`config.mk`:
```
export PLATFORM = sky130hd
export DESIGN_NAME = qmr_rmul
export DESIGN_NICKNAME = d
export VERILOG_FILES = /design/src/rtl/core/qmr_pkg.sv /design/src/rtl/core/qmr_rmul.sv
export SDC_FILE = /design/constraint.sdc
export NUM_CORES = 1
export LEC_CHECK = 0
export ABC_AREA = 1
export BUFFER_PORTS_ARGS = -buffer_cell sky130_fd_sc_hd__clkbuf_2
export CAP_MARGIN = 25
export CORE_UTILIZATION = 45
export DETAILED_ROUTE_END_ITERATION = 16
export PLACE_DENSITY_LB_ADDON = 0.3
export SYNTH_ARGS = -nofsm -noshare
export SYNTH_HDL_FRONTEND = slang
export SYNTH_SLANG_ARGS = --single-unit
```
`constraint.sdc`:
```
create_clock -name clk -period 16.38 [get_ports clk]
set_input_delay 2.457 -clock clk [delete_from_list [all_inputs] [get_ports clk]]
set_output_delay 2.457 -clock clk [all_outputs]
set_load 0.02 [all_outputs]
```
`src/rtl/core/qmr_pkg.sv`:
```
`timescale 1ns / 1ps
`default_nettype none

package qmr_pkg;

	// Number format
	localparam int FRAC_BITS = 14;
	localparam int WORD_BITS = 16;

	// Operand lanes are one bit wider so that negating the most negative word is exact
	localparam int OP_W   = WORD_BITS + 1;
	localparam int PROD_W = 2 * OP_W;
	localparam int RND_W  = PROD_W - FRAC_BITS;
	localparam int SUM_W  = RND_W + 2;

	// Action codes
	localparam int ACT_W = 3;
	localparam logic [ACT_W-1:0] ACT_QQ   = 3'd0;
	localparam logic [ACT_W-1:0] ACT_QV   = 3'd1;
	localparam logic [ACT_W-1:0] ACT_ROTX = 3'd2;
	localparam logic [ACT_W-1:0] ACT_ROTY = 3'd3;
	localparam logic [ACT_W-1:0] ACT_ROTZ = 3'd4;

	typedef logic signed [WORD_BITS-1:0] word_t;
	typedef logic signed [OP_W-1:0]      op_t;
	typedef logic signed [RND_W-1:0]     rnd_t;
	typedef logic signed [SUM_W-1:0]     sum_t;

	// Hamilton product: component n takes p[k] * q[n ^ k]; these terms are subtracted
	function automatic logic term_neg(input logic [1:0] n, input logic [1:0] k);
		return (n == 2'd0 && k != 2'd0) || (n == 2'd1 && k == 2'd3) ||
		       (n == 2'd2 && k == 2'd1) || (n == 2'd3 && k == 2'd2);
	endfunction

endpackage

`default_nettype wire

```
`src/rtl/core/qmr_rmul.sv`:
```
`timescale 1ns / 1ps
`default_nettype none

// Two-stage multiplier: exact product, then round half up to FRAC_BITS fraction bits
module qmr_rmul (
	input  wire                  clk,
	input  wire qmr_pkg::op_t    a,
	input  wire qmr_pkg::op_t    b,
	output qmr_pkg::rnd_t        y
);
	import qmr_pkg::*;

	localparam logic signed [PROD_W-1:0] HALF = PROD_W'(1) << (FRAC_BITS - 1);

	logic signed [PROD_W-1:0] prod_s1;
	logic signed [PROD_W-1:0] prod_rnd;
	rnd_t                     y_s2;

	// full product
	always_ff @(posedge clk) begin
		prod_s1 <= a * b;
	end

	// add half lsb, drop fraction (arithmetic floor)
	assign prod_rnd = prod_s1 + HALF;

	always_ff @(posedge clk) begin
		y_s2 <= prod_rnd[PROD_W-1:FRAC_BITS];
	end

	assign y = y_s2;

endmodule

`default_nettype wire

```
==> impl_metrics.json <==
{
  "status": "complete, no violations",
  "synth_area_leaders": "fa_1, inv_1, nand2_1, ha_1, dfxtp_1",
  "postCtsSetupRepairBufs": 0,
  "syn_area_per_cell_um2": 7.65,
  "antenna_found_initial": 0,
  "r2r_cells": 7,
  "reg2reg_from": "prod_s1[13]$_DFF_P_",
  "synth_commonest_cells": "inv_1, nand2_1, fa_1",
  "rsz0062_at_grt": "false",
  "synth_top_cell_area_share": 0.453,
  "synthDistinctLibCells": 31,
  "chipHeight_um": 172,
  "syn_nets": 2115,
  "syn_area_um2": 13000,
  "final_util": 0.485,
  "grt_max_degree": 19,
  "grt_pass1_wl_mm": 50.6,
  "ys_seq_elements": 41,
  "min_period_over_period": 0.481,
  "hpwl_mm": 25.4,
  "min_path_type": "register to register",
  "arrival_ns": 8.06,
  "crit_start": "b[2]",
  "setup_viol": 0,
  "chipWidth_um": 172,
  "drt_pass1_iterations": 5,
  "rr_endpoint": "y[19]$_DFF_P_",
  "grt_overflow": 0,
  "grt_pass1_vias": 10700,
  "max_freq_mhz": 127,
  "max_cap_viol_count": 0,
  "diodes": 0,
  "route.detailed.drc": 0,
  "h-tree-depth": 2,
  "ys_warn_count": 0,
  "layout.nets": 2109,
  "place_area_um2": 13500,
  "worstPathCellList": "clkbuf_2 -> nand2_1 -> inv_1 -> fa_1 -> fa_1 -> inv_1 -> fa_1 -> fa_1 -> fa_1 -> fa_1 -> inv_1 -> ha_1 -> nand2_1 -> nor2_2 -> nand2_1 -> nor3_1 -> nand3_1 -> nand4_1 -> nand2_1",
  "worstMarginPinSlew_ns": 0.780,
  "place.gp.congestion": 0.859,
  "hold_violations": 0,
  "yosysTopAreaCell": "fa_1",
  "cts_root_buf": "clkbuf_16",
  "rrSetupSlack_ns": 14.82,
  "worst_ep_required_time_ns": 16.56,
  "fin_tns_setup_ns": 0,
  "rows": 61,
  "drt_iter0_markers": 468,
  "die_area_um2": 29600,
  "maxSlewHeadroom": 0.478,
  "post_cts_resized": 0,
  "synth_edf_count": 0,
  "min_to": "y[19]$_DFF_P_",
  "crit_top_cell": "fa_1",
  "cp_slowest_stage_delay_ns": 0.85,
  "worstSkewPairLatency_ns": 0.28,
  "yosysMostFrequentCell": "inv_1",
  "ant_nets": 0,
  "vias": 9839,
  "coreArea_um2": 28200,
  "finalMaxSlewViolations": 0,
  "min_period_ns": 7.87,
  "whs_path_depth": 1,
  "crit_type": "primary input to register",
  "ys_dominant_reg_cell": "dfxtp_1",
  "wl_per_cell_um": 14.0,
  "globalRouteTotalUtil": 0.218,
  "path_clk_slew_ns": 0.06,
  "crit_fanout": 18,
  "cpMaxStageDelayCell": "fa_1",
  "skew_ns": 0.00604,
  "hold_buffers": 0,
  "fin_area_um2": 13700,
  "ys_seq_area_frac": 0.0630,
  "area_growth_pct": 4.81,
  "io_pins": 55,
  "async_flop_share": 0,
  "wirelength_mm": 29.0,
  "min-delay-start": "prod_s1[33]$_DFF_P_",
  "initial_core_util": 0.463,
  "io_buffers": 54,
  "via_per_inst": 4.74,
  "cts_buffers": 5,
  "start_kind": "primary input",
  "cts.sinks": 41,
  "syn_inst": 1703,
  "clockBufferDepth": 2,
  "cts_tree": "yes",
  "endpoint_kind": "register",
  "drive_gt1_frac": 0.0542
}
-- routing by layer --
metal / up-vias / wire length [um] / global-route usage / share of wire
met2: 145 / 15500 / 0.417 / 0.53
met1: 4945 / 12500 / 0.274 / 0.43
met4: 0 / 367 / 0.0331 / 0.013
met3: 26 / 638 / 0.0108 / 0.022
li1: 4723 / - / - / -
met5: - / 0 / 0 / 0
-- state kept, by name, summed over array words and instances (netlist names) --
name	flops
y	20
prod_s1	21
-- cells in the final DEF, fill, tap and decap left out, drive strengths merged --
cell | netlist | final
nor3 | 10 | 10
inv | 528 | 528
nand2 | 484 | 484
nand4 | 10 | 10
xor2 | 24 | 24
clkinvlp | 0 | 1
or2 | 9 | 9
nor4 | 2 | 2
fa | 295 | 295
ha | 82 | 82
o21ai | 9 | 9
nand3 | 38 | 38
a21o | 2 | 2
xnor2 | 7 | 7
clkinv | 0 | 2
dfxtp | 41 | 41
a21oi | 27 | 27
clkbuf | 64 | 59
nand3b | 1 | 1
and2 | 1 | 1
o21bai | 6 | 6
nor2 | 60 | 60
-- layout make-up --
type	count	area (um2)
fill	2796	14500
multi-input combinational	1067	9970
inverter	528	1980
sequential	41	821
tap	378	473
timing repair buffer	54	270
clock buffer	5	125
clock inverter	3	17.5
-- critical path, delay by kind of cell --
family	cells	cell delay, ns
simple gates	8	1.14
fa+ha+maj	7	3.87
buf+inv	4	0.57
-- metrics by stage --
step / cells / hold slack (ns) / setup slack (ns)
3_5_place_dp: 2068 / 0.439 / 8.24
2_1_floorplan: 1703 / 0.413 / 8.66
3_3_place_gp: 2068 / 0.437 / 8.39
6_report: 2076 / 0.443 / 8.51
4_1_cts: 2076 / 0.455 / 8.53
5_1_grt: 2076 / 0.457 / 8.14
-- how the worst max path moves through the flow --
| stage | cells past startpoint | slack (ns) | endpoint |
|---|---|---|---|
| 3_5_place_dp | 19 | 8.24 | prod_s1[25]$_DFF_P_ |
| 3_3_place_gp | 23 | 8.39 | prod_s1[33]$_DFF_P_ |
| 4_1_cts | 19 | 8.53 | prod_s1[25]$_DFF_P_ |
| 5_1_grt | 19 | 8.14 | prod_s1[25]$_DFF_P_ |
| 6_report | 19 | 8.51 | prod_s1[25]$_DFF_P_ |
| 2_1_floorplan | 20 | 8.66 | prod_s1[25]$_DFF_P_ |
-- cells by family (layout without fill, tap and decap cells) --
kind of cell               Yosys count  after routing  synth area share
AOI/OAI and AO/OA                   44             44            0.0184
buffers and inverters              595            590             0.172
xor gates and xnor gates            31             31            0.0208
and+or+nand+nor                    615            615             0.194
adders and majority gates          377            377             0.532
DFF                                 41             41            0.0630
Power is not shown: default switching activity piles up to over one toggle a cycle in this logic, so the estimate is an artifact.
